File: config.mk
export PLATFORM = sky130hd
export DESIGN_NAME = ipv4_address_port_parser_top
export DESIGN_NICKNAME = d
export VERILOG_FILES = /design/src/rtl/core/ipap_pkg.sv /design/src/rtl/core/ipv4_address_port_parser_top.sv /design/src/rtl/core/ipap_step.sv
export SDC_FILE = /design/constraint.sdc
export NUM_CORES = 1
export LEC_CHECK = 0
export BUFFER_PORTS_ARGS = -buffer_cell sky130_fd_sc_hd__buf_2
export CAP_MARGIN = 10
export CORE_MARGIN = 3
export CORE_UTILIZATION = 45
export DETAILED_ROUTE_END_ITERATION = 7
export GPL_ROUTABILITY_DRIVEN = 0
export REMOVE_ABC_BUFFERS = 1
export SYNTH_ARGS = -nofsm -noshare
export SYNTH_HDL_FRONTEND = slang
export SYNTH_HIERARCHICAL = 1
export SYNTH_SLANG_ARGS = --single-unit
File: constraint.sdc
create_clock -name clk_i -period 12.7 [get_ports clk_i]
set_input_delay 0.635 -clock clk_i [delete_from_list [all_inputs] [get_ports clk_i]]
set_output_delay 0.635 -clock clk_i [all_outputs]
set_load 0.005 [all_outputs]
File: src/rtl/core/ipap_pkg.sv
// Shared types and constants for the IPv4 address and port parser.
package ipap_pkg;

  localparam logic [7:0] CharZero  = 8'h30;
  localparam logic [7:0] CharNine  = 8'h39;
  localparam logic [7:0] CharDot   = 8'h2E;
  localparam logic [7:0] CharColon = 8'h3A;

  localparam int unsigned ValueWidth = 20;  // field * 10 + 9 with a 16-bit field
  localparam logic [ValueWidth-1:0] OctetMax = ValueWidth'(255);
  localparam logic [ValueWidth-1:0] PortMax  = ValueWidth'(65535);

  localparam logic [2:0] LastOctetField = 3'd3;
  localparam logic [2:0] PortField      = 3'd4;

  typedef struct packed {
    logic [2:0]  field_index;
    logic        digit_seen;
    logic [15:0] field_value;
    logic [23:0] octets_so_far;
    logic [7:0]  fourth_octet;
    logic        bad_flag;
  } parser_state_t;

  typedef struct packed {
    logic        ok;
    logic [31:0] address;
    logic [15:0] port;
  } parse_result_t;

  localparam parser_state_t StateReset = '0;

endpackage

File: src/rtl/core/ipv4_address_port_parser_top.sv
// Top level of the IPv4 dotted-quad address and port parser.
// One character is taken per clock while in_ready_o is high, as the parse
// state advances once per accepted character. A transaction flagged last
// yields one result (ok, address, port), registered in a two-entry output
// stage (output register plus skid register) that lets input continue while
// a result waits; in_ready_o drops only when both hold undelivered results.
// Address and port read zero when ok is low.
module ipv4_address_port_parser_top (
  input  logic        clk_i,
  input  logic        rst_ni,
  input  logic        in_valid_i,
  output logic        in_ready_o,
  input  logic [7:0]  character_i,
  input  logic        last_i,
  output logic        out_valid_o,
  input  logic        out_ready_i,
  output logic        ok_o,
  output logic [31:0] address_o,
  output logic [15:0] port_o
);
  import ipap_pkg::*;

  parser_state_t state_q, state_d;
  parse_result_t step_result;
  parse_result_t out_q, skid_q;
  logic          out_valid_q, skid_valid_q;
  logic          in_fire, push, pop;

  ipap_step u_step (
    .state_i     (state_q),
    .character_i (character_i),
    .last_i      (last_i),
    .state_o     (state_d),
    .result_o    (step_result)
  );

  assign in_ready_o = !skid_valid_q;
  assign in_fire    = in_valid_i && in_ready_o;
  assign push       = in_fire && last_i;
  assign pop        = out_valid_q && out_ready_i;

  always_ff @(posedge clk_i or negedge rst_ni) begin
    if (!rst_ni) begin
      state_q <= StateReset;
    end else if (in_fire) begin
      state_q <= state_d;
    end
  end

  always_ff @(posedge clk_i or negedge rst_ni) begin
    if (!rst_ni) begin
      out_valid_q  <= 1'b0;
      skid_valid_q <= 1'b0;
    end else if (skid_valid_q) begin
      if (pop) begin
        skid_valid_q <= 1'b0;
      end
    end else if (push) begin
      if (out_valid_q && !pop) begin
        skid_valid_q <= 1'b1;
      end else begin
        out_valid_q <= 1'b1;
      end
    end else if (pop) begin
      out_valid_q <= 1'b0;
    end
  end

  always_ff @(posedge clk_i) begin
    if (skid_valid_q) begin
      if (pop) begin
        out_q <= skid_q;
      end
    end else if (push) begin
      if (out_valid_q && !pop) begin
        skid_q <= step_result;
      end else begin
        out_q <= step_result;
      end
    end
  end

  assign out_valid_o = out_valid_q;
  assign ok_o        = out_q.ok;
  assign address_o   = out_q.address;
  assign port_o      = out_q.port;

endmodule

File: src/rtl/core/ipap_step.sv
// Per-character parser step: next state and the result for a final character.
module ipap_step (
  input  ipap_pkg::parser_state_t state_i,
  input  logic [7:0]              character_i,
  input  logic                    last_i,
  output ipap_pkg::parser_state_t state_o,
  output ipap_pkg::parse_result_t result_o
);
  import ipap_pkg::*;

  parser_state_t          nxt;
  logic [ValueWidth-1:0]  value;
  logic [ValueWidth-1:0]  limit;
  logic [3:0]             digit;

  // ASCII '0'..'9' carry their digit in the low nibble
  assign digit = character_i[3:0];
  assign value = ValueWidth'(state_i.field_value) * ValueWidth'(10)
               + ValueWidth'(digit);
  assign limit = (state_i.field_index == PortField) ? PortMax : OctetMax;

  always_comb begin
    nxt = state_i;
    if (!state_i.bad_flag) begin
      if (character_i inside {[CharZero:CharNine]}) begin
        if (state_i.field_index > PortField || value > limit) begin
          nxt.bad_flag = 1'b1;
        end else begin
          nxt.field_value = value[15:0];
          nxt.digit_seen  = 1'b1;
        end
      end else if (character_i == CharDot) begin
        if (state_i.field_index < LastOctetField && state_i.digit_seen) begin
          nxt.octets_so_far = {state_i.octets_so_far[15:0], state_i.field_value[7:0]};
          nxt.field_index   = state_i.field_index + 3'd1;
          nxt.field_value   = '0;
          nxt.digit_seen    = 1'b0;
        end else begin
          nxt.bad_flag = 1'b1;
        end
      end else if (character_i == CharColon) begin
        if (state_i.field_index == LastOctetField && state_i.digit_seen) begin
          nxt.fourth_octet = state_i.field_value[7:0];
          nxt.field_index  = PortField;
          nxt.field_value  = '0;
          nxt.digit_seen   = 1'b0;
        end else begin
          nxt.bad_flag = 1'b1;
        end
      end else begin
        nxt.bad_flag = 1'b1;
      end
    end
  end

  always_comb begin
    result_o = '0;
    if (!nxt.bad_flag && nxt.digit_seen) begin
      if (nxt.field_index == LastOctetField) begin
        result_o.ok      = 1'b1;
        result_o.address = {nxt.octets_so_far, nxt.field_value[7:0]};
      end else if (nxt.field_index == PortField) begin
        result_o.ok      = 1'b1;
        result_o.address = {nxt.octets_so_far, nxt.fourth_octet};
        result_o.port    = nxt.field_value;
      end
    end
  end

  // a final character hands the string over and the parser starts afresh
  assign state_o = last_i ? StateReset : nxt;

endmodule

==> metrics.md, run 1 <==
| Metric | Value |
|---|---|
| PostCTS Resize Cnt | 0 |
| Util after Layout | 52.1% |
| Worst Setup Slack post-DPL | 6.60 ns |
| CTS max path bufs | 2 |
| Static Leakage | 4.16 nW |
| Placed Area | 9220 µm² |
| Cell mode on critical path | ha_1 |
| Postcts setup bufs | 0 |
| Max Used Layer | met4 |
| Global-route wire length before repair | 30,900 µm |
| Post-synthesis cell type count | 64 |
| R2r worst-path depth | 22 |
| Vias in the first global route | 5,843 |
| RSZ-0062 raised after global routing | no |
| # IOs | 64 |
| Mapped cell area | 8750 µm² |
| CP Launch Type | flop |
| Root buf cell | clkbuf_16 |
| Crit end category | flop |
| Total power | 1.14 mW |
| Clock sink count | 153 |
| Fmax | 161 MHz |
| Mux contribution to synthesized area | 20.8% |
| Hold Vio Cnt, Final | 0 |
| CTS tree | built |
| Crit-path max cell delay | 0.47 ns |
| Synth warnings | 6 |
| DR pass1 iterations | 5 |
| Avg Cell Area, Syn | 12.5 µm² |
| Avg WL per Cell | 18.1 µm |
| Crit Reg-Reg Startpoint | state_q[34]$_DFFE_PN0P_ |
| Required time of the critical path | 12.99 ns |
| Crit path launch | state_q[34]$_DFFE_PN0P_ |
| Crit path depth | 22 |
| Worst EP arrival | 6.51 ns |
| Count leader, synth | edfxtp_1 |
| Reg-to-reg setup timing slack | 6.48 ns |
| Worst-path fanout max | 13 |
| Period utilization | 49.0% |
| Hpwl dp | 11,800 µm |
| Cts hold-fix bufs | 0 |
| Die ar. | 21,100 µm² |
| Top cells by area, synth | edfxtp_1 (34%), dfrtp_1 (16%), mux2_4 (8.8%) |
| Initial antenna violation count | 0 |
| Worst slew margin | 23.9% |
| Number of I/O port buffers | 63 |
| Iter 0 DRT Violations | 349 |
| CTS Buf Count | 17 |
| Drt total wl | 18,600 µm |
| Top cells by count, synth | edfxtp_1 (98), nor2_1 (89), mux2_2 (58) |
| Layout Area Growth over Synthesis | 12.6% |
| Period minus WS final | 6.22 ns |
| Tightest Pin Transition | 1.13 ns |
| Metal3 WL | 659 µm |
| Worst VDD drop | 0.0000856 V |
| Setup_tns | 0 ns |
| Slew Limit Fails | 0 |
| Crit Path Category | flop to flop |
| Worst setup path end | port_o[5]$_DFFE_PP_ |
| Total grt overflow | 0 |
| Top cell family by delay on the critical path | compound AO/OA/AOI/OAI gates |
| Clock Skew | 0.0167 ns |
| Post-synth top area cell | edfxtp_1 |
| Initial Util | 46.3% |
| Reg clk slew, reported paths | 0.07 ns |
| Row cnt | 50 |
| Post-Syn Instances | 698 |
| Post-route DRC | 0 |
| Antenna-violating nets left | 0 |
| Share of layout cells above drive strength 1 | 30.0% |
| Power Dens Cells | 116 nW/µm² |
| DIE WIDTH | 145 µm |
| Htree depth | 4 |
| Post-synth EDFFs | 98 |
| Setup-failing EPs final | 0 |
| Compound-cell area share of the yosys netlist | 6.38% |
| Total number of vias | 5,644 |
| Avg Vias per Cell | 5.48 |
| Register area share after synthesis | 49.4% |
| Sum of routed wire segments on met1 | 8670 µm |
| Synth Flop Type | edfxtp_1 |
| Area share of xor/xnor cells in the synthesized design | 2.16% |
| Crit path cell chain | ha_1 > ha_1 > fa_1 > a21oi_1 > o22ai_1 > xnor2_1 > a311oi_4 > nand3_1 > nor2_1 > xor2_1 > inv_1 > ha_1 > nand4_1 > nor4_1 > nand2_1 > nor4_1 > o2111ai_1 > a211oi_1 > o21ai_1 > buf_4 > nor3_1 > mux2_2 |
| Final WS setup | 6.48 ns |
| Asr flop ratio synth | 35.9% |
| Design area | 9850 µm² |
| Synth Area in Simple Gates | 11.1% |
| Largest family of logic cells by synthesized area | multiplexers |
| Hold Crit Class | primary input to asynchronous set/reset pin |
| Outcome | completed |
| Max-cap violation count | 0 |
| Worst reg2reg endpoint | port_o[5]$_DFFE_PP_ |
| Flops & latches, synth | 153 |
| Worst Path Buf+Inv | 2 |
| Later-pin clock latency in the skew report | 0.43 ns |
| Number of diodes | 0 |
| Critical path's slowest cell | dfrtp_1 |
| Area of the core | 18,900 µm² |
| Layout net count | 814 |
| WL met2 | 9010 µm |
| Tot GR Track Use | 18.0% |
| Adder-Cell Fraction of Synth Area | 6.46% |
| Share of the synthesized area in the top cell type | 33.6% |
| Largest net degree at the start of global routing | 56 |
| Die H | 145 µm |
==> final cells by class <==
cell class / count / area [µm²]
Clock inverter: 13 / 168
Multi-Input combinational cell: 490 / 4110
Fill cell: 1681 / 9040
Sequential cell: 153 / 4320
Tap cell: 260 / 325
Timing Repair Buffer: 73 / 403
Inverter: 22 / 82.6
Clock buffer: 19 / 443
==> layer usage <==
| metal | vias to the layer above | GRT usage, % |
|---|---|---|
| met5 | - | 0 |
| met4 | 0 | 5.46 |
| met3 | 18 | 3.74 |
| met2 | 105 | 29.9 |
| met1 | 2838 | 23.8 |
| li1 | 2683 | - |
==> sequential cells by signal, summed over array words and instances, names as in the netlist <==
| name | cells |
|---|---|
| out_valid_o | 1 |
| skid_q | 49 |
| port_o | 16 |
| ok_o | 1 |
| skid_valid_q | 1 |
| address_o | 32 |
| state_q | 53 |
==> cell usage in the layout (no fill, tap or decap), drive strengths merged, types with 20 or more instances in the layout <==
| cell type | netlist | layout |
|---|---|---|
| nor2 | 89 | 89 |
| ha | 42 | 42 |
| buf | 23 | 73 |
| a21oi | 20 | 20 |
| dfrtp | 55 | 55 |
| edfxtp | 98 | 98 |
| inv | 22 | 26 |
| nand2 | 23 | 23 |
| mux2i | 40 | 40 |
| mux2 | 109 | 109 |
==> per-stage QoR <==
step | instances | hold WS, ns
final | 1030 | 0.366
after global routing | 1030 | 0.433
after CTS | 1029 | 0.385
after detailed placement | 997 | 0.495
after global placement | 997 | 0.494
after floorplan | 665 | 0.339
==> worst reg2reg max path: cells and delay by family (launching register included) <==
kind | cells | cell delay, ns
buf+inv | 2 | 0.44
flops | 1 | 0.47
fa+ha+maj | 4 | 1.26
simple gates | 7 | 1.43
compound gates | 6 | 1.74
xor+xnor | 2 | 0.53
mux | 1 | 0.21
==> worst min path at each step <==
stage | cells past startpoint | slack (ns) | from | end
6_report | 2 | 0.37 | rst_ni | state_q[45]$_DFFE_PN0P_
3_5_place_dp | 1 | 0.49 | state_q[4]$_DFFE_PN0P_ | state_q[4]$_DFFE_PN0P_
4_1_cts | 2 | 0.39 | rst_ni | state_q[45]$_DFFE_PN0P_
2_1_floorplan | 0 | 0.34 | rst_ni | out_valid_o$_DFFE_PN0P_
3_3_place_gp | 1 | 0.49 | state_q[26]$_DFFE_PN0P_ | state_q[26]$_DFFE_PN0P_
5_1_grt | 2 | 0.43 | rst_ni | state_q[45]$_DFFE_PN0P_
==> where the power goes <==
part | internal, mW | switching [mW] | total, mW
Clock | 0.317 | 0.212 | 0.529
Combinational | 0.0251 | 0.0401 | 0.0652
Sequential | 0.545 | 0.00382 | 0.549
==> logic make-up after synthesis <==
kind of cell | Yosys count
adder cells (fa/ha/maj) | 44
AND/OR/NAND/NOR | 200
XOR/XNOR | 20
buffers and inverters | 55
multiplexers | 149
flip-flops | 153
AO/OA/AOI/OAI | 77
Note: power is estimated with default switching activity, not from simulation.
==> run 2, diff against run 1 <==
Clock period 12.7 ns to 5.1 ns, I/O delays scaled along.
==> metrics.md, run 2 (synthesis gave the netlist of run 1 again) <==
| Metric | Value |
|---|---|
| Outcome | finished with violations |
| Failing checks | negative hold slack |
| Fmax | 199 MHz |
| Initial antenna violation count | 0 |
| Top reg by flops | state_q |
| Most frequent cells in the layout | edfxtp_1 (98), mux2_4 (66), buf_2 (63) |
| Filler cells | 1,505 |
| Final hold slack | -0.0160 ns |
| Hold Crit Class | primary input to asynchronous set/reset pin |
| Total number of vias | 5,969 |
| Placed Area | 9510 µm² |
| Static Leakage | 4.74 nW |
| Crit end category | flop |
| Period minus WS final | 5.03 ns |
| Later-pin clock latency in the skew report | 0.42 ns |
| Antenna-violating nets left | 0 |
| Worst slew margin | 26.3% |
| Reg-to-reg setup timing slack | 0.07 ns |
| Area of the core | 18,900 µm² |
| Tot GR Track Use | 18.8% |
| Reg clk slew, reported paths | 0.07 ns |
| Initial Util | 46.3% |
| Layout net count | 876 |
| Total grt overflow | 0 |
| Vias in the first global route | 6,076 |
| Global-route wire length before repair | 32,400 µm |
| Power Dens Cells | 259 nW/µm² |
| Design area | 11,200 µm² |
| Tightest Pin Transition | 1.10 ns |
| Die H | 145 µm |
| Avg WL per Cell | 18.9 µm |
| Crit Reg-Reg Startpoint | state_q[36]$_DFFE_PN0P_ |
| Root buf cell | clkbuf_16 |
| Number of diodes | 0 |
| CP Launch Type | flop |
| Max reg flops | 53 |
| Setup-failing EPs final | 0 |
| Slew Limit Fails | 0 |
| Placed cells | 1,032 |
| Number of I/O port buffers | 63 |
| Period utilization | 98.6% |
| Hpwl dp | 12,600 µm |
| Layout Area Growth over Synthesis | 28.5% |
| Worst reg2reg endpoint | address_o[22]$_DFFE_PP_ |
| Row cnt | 50 |
| Iter 0 DRT Violations | 347 |
| Final Non-Filler Cells | 1,092 |
| Clock sink count | 153 |
| Share of layout cells above drive strength 1 | 47.1% |
| Avg Vias per Cell | 5.47 |
| Worst-path fanout max | 6 |
| CTS Buf Count | 17 |
| Htree depth | 4 |
| Die ar. | 21,100 µm² |
| Max-cap violation count | 0 |
| Worst EP arrival | 5.32 ns |
| RSZ-0062 raised after global routing | yes |
| Commonest non-fill, non-tap cell in the layout | edfxtp_1 |
| Critical path's slowest cell | dfrtp_2 |
| Crit-path max cell delay | 0.45 ns |
| DR pass1 iterations | 5 |
| Worst setup path end | address_o[22]$_DFFE_PP_ |
| Drt total wl | 20,600 µm |
| Crit Path Category | flop to flop |
| Crit path launch | state_q[36]$_DFFE_PN0P_ |
| CTS tree | built |
| Cell mode on critical path | nor2_4 |
| CTS max path bufs | 2 |
| Required time of the critical path | 5.39 ns |
| Clock Skew | 0.0110 ns |
| Hold Vio Cnt, Final | 7 |
| Worst VDD drop | 0.000228 V |
| Cts hold-fix bufs | 0 |
| # IOs | 64 |
| R2r worst-path depth | 22 |
| Crit path cell chain | ha_4 > ha_4 > nor2_4 > or3_4 > a211o_1 > a311oi_4 > nand3_2 > nor2_4 > xor2_2 > inv_1 > ha_1 > nand4_1 > nor4_2 > nand2_1 > nor4_2 > o2111ai_2 > a211oi_2 > buf_4 > o221ai_4 > clkbuf_16 > nor2_4 > mux2_2 |
| Largest net degree at the start of global routing | 56 |
| DIE WIDTH | 145 µm |
| Post-route DRC | 0 |
==> run 2: cell count changes in the layout (fill, tap and decap cells not counted), moves of 9 or more <==
| cell | delta |
|---|---|
| buf_4 | +51 |
| nor3_4 | +11 |
| nor2_2 | +9 |
| ha_4 | +14 |
| mux2_2 | -15 |
| nor2_4 | +24 |
| nor3_1 | -15 |
| ha_1 | -15 |
| nor2_1 | -33 |
| mux2_4 | +15 |
==> run 2: worst min-delay path by stage <==
stage,to,startpoint
3_5_place_dp,state_q[42]$_DFFE_PN0P_,rst_ni
5_1_grt,state_q[42]$_DFFE_PN0P_,rst_ni
2_1_floorplan,out_valid_o$_DFFE_PN0P_,rst_ni
4_1_cts,state_q[42]$_DFFE_PN0P_,rst_ni
6_report,state_q[42]$_DFFE_PN0P_,rst_ni
3_3_place_gp,state_q[42]$_DFFE_PN0P_,rst_ni
==> run 2: layout make-up <==
| cell class | count | area (µm²) | share of cell area (%) |
|---|---|---|---|
| tap | 260 | 325 | 2.89 |
| clock buffer | 20 | 457 | 4.06 |
| sequential | 153 | 4330 | 38.5 |
| timing repair buffer | 135 | 971 | 8.64 |
| inverter | 22 | 82.6 | 0.735 |
| clock inverter | 12 | 185 | 1.65 |
| multi-input combinational | 490 | 4890 | 43.5 |
==> run 2: report_power, final <==
part / internal [mW] / switching (mW)
Combinational: 0.0691 / 0.107
Sequential: 1.36 / 0.00989
Clock: 0.852 / 0.517
Total: 2.28 / 0.634
==> run 2: metrics by stage <==
step	hold WS, ns	power, mW	setup slack (ns)	setup TNS [ns]	util [%]
after floorplan	-0.0406	1.48	-0.299	-14.93	-
after global placement	0.462	1.56	0.0368	0	50.3
after detailed placement	0.475	1.56	-0.274	-9.36	50.3
after CTS	0.0208	2.94	0.00495	0	55.5
after global routing	0.0570	3.02	-0.159	-6.53	59.5
final	-0.0160	2.91	0.0732	0	59.5
==> run 2: what timing repair did <==
action | CTS | global route
hold endpoints to repair | 0 | 0
cloned | 0 | 4
pin swaps | 17 | 37
gates resized for setup | 40 | 132
buffers inserted | 11 | 12
endpoints found under the setup margin | 83 | 116
==> run 2: critical path: cells and delay by family, from the launching register on <==
family / cells / cell delay, ns
adders and majority gates: 3 / 0.84
and+or+nand+nor: 9 / 1.54
buffers and inverters: 3 / 0.50
muxes: 1 / 0.15
xor gates and xnor gates: 1 / 0.17
DFF: 1 / 0.45
AOI/OAI and AO/OA: 5 / 1.24
==> run 2: metal layers <==
metal / GRT usage (%) / part of all wire, % / wire, µm / vias to the layer above
met5: 0 / 0 / 0 / -
met4: 5.41 / 1.5 / 301 / 0
met3: 3.33 / 3.0 / 624 / 22
met2: 31.9 / 50 / 10300 / 116
met1: 25.0 / 46 / 9460 / 3023
li1: - / - / - / 2808
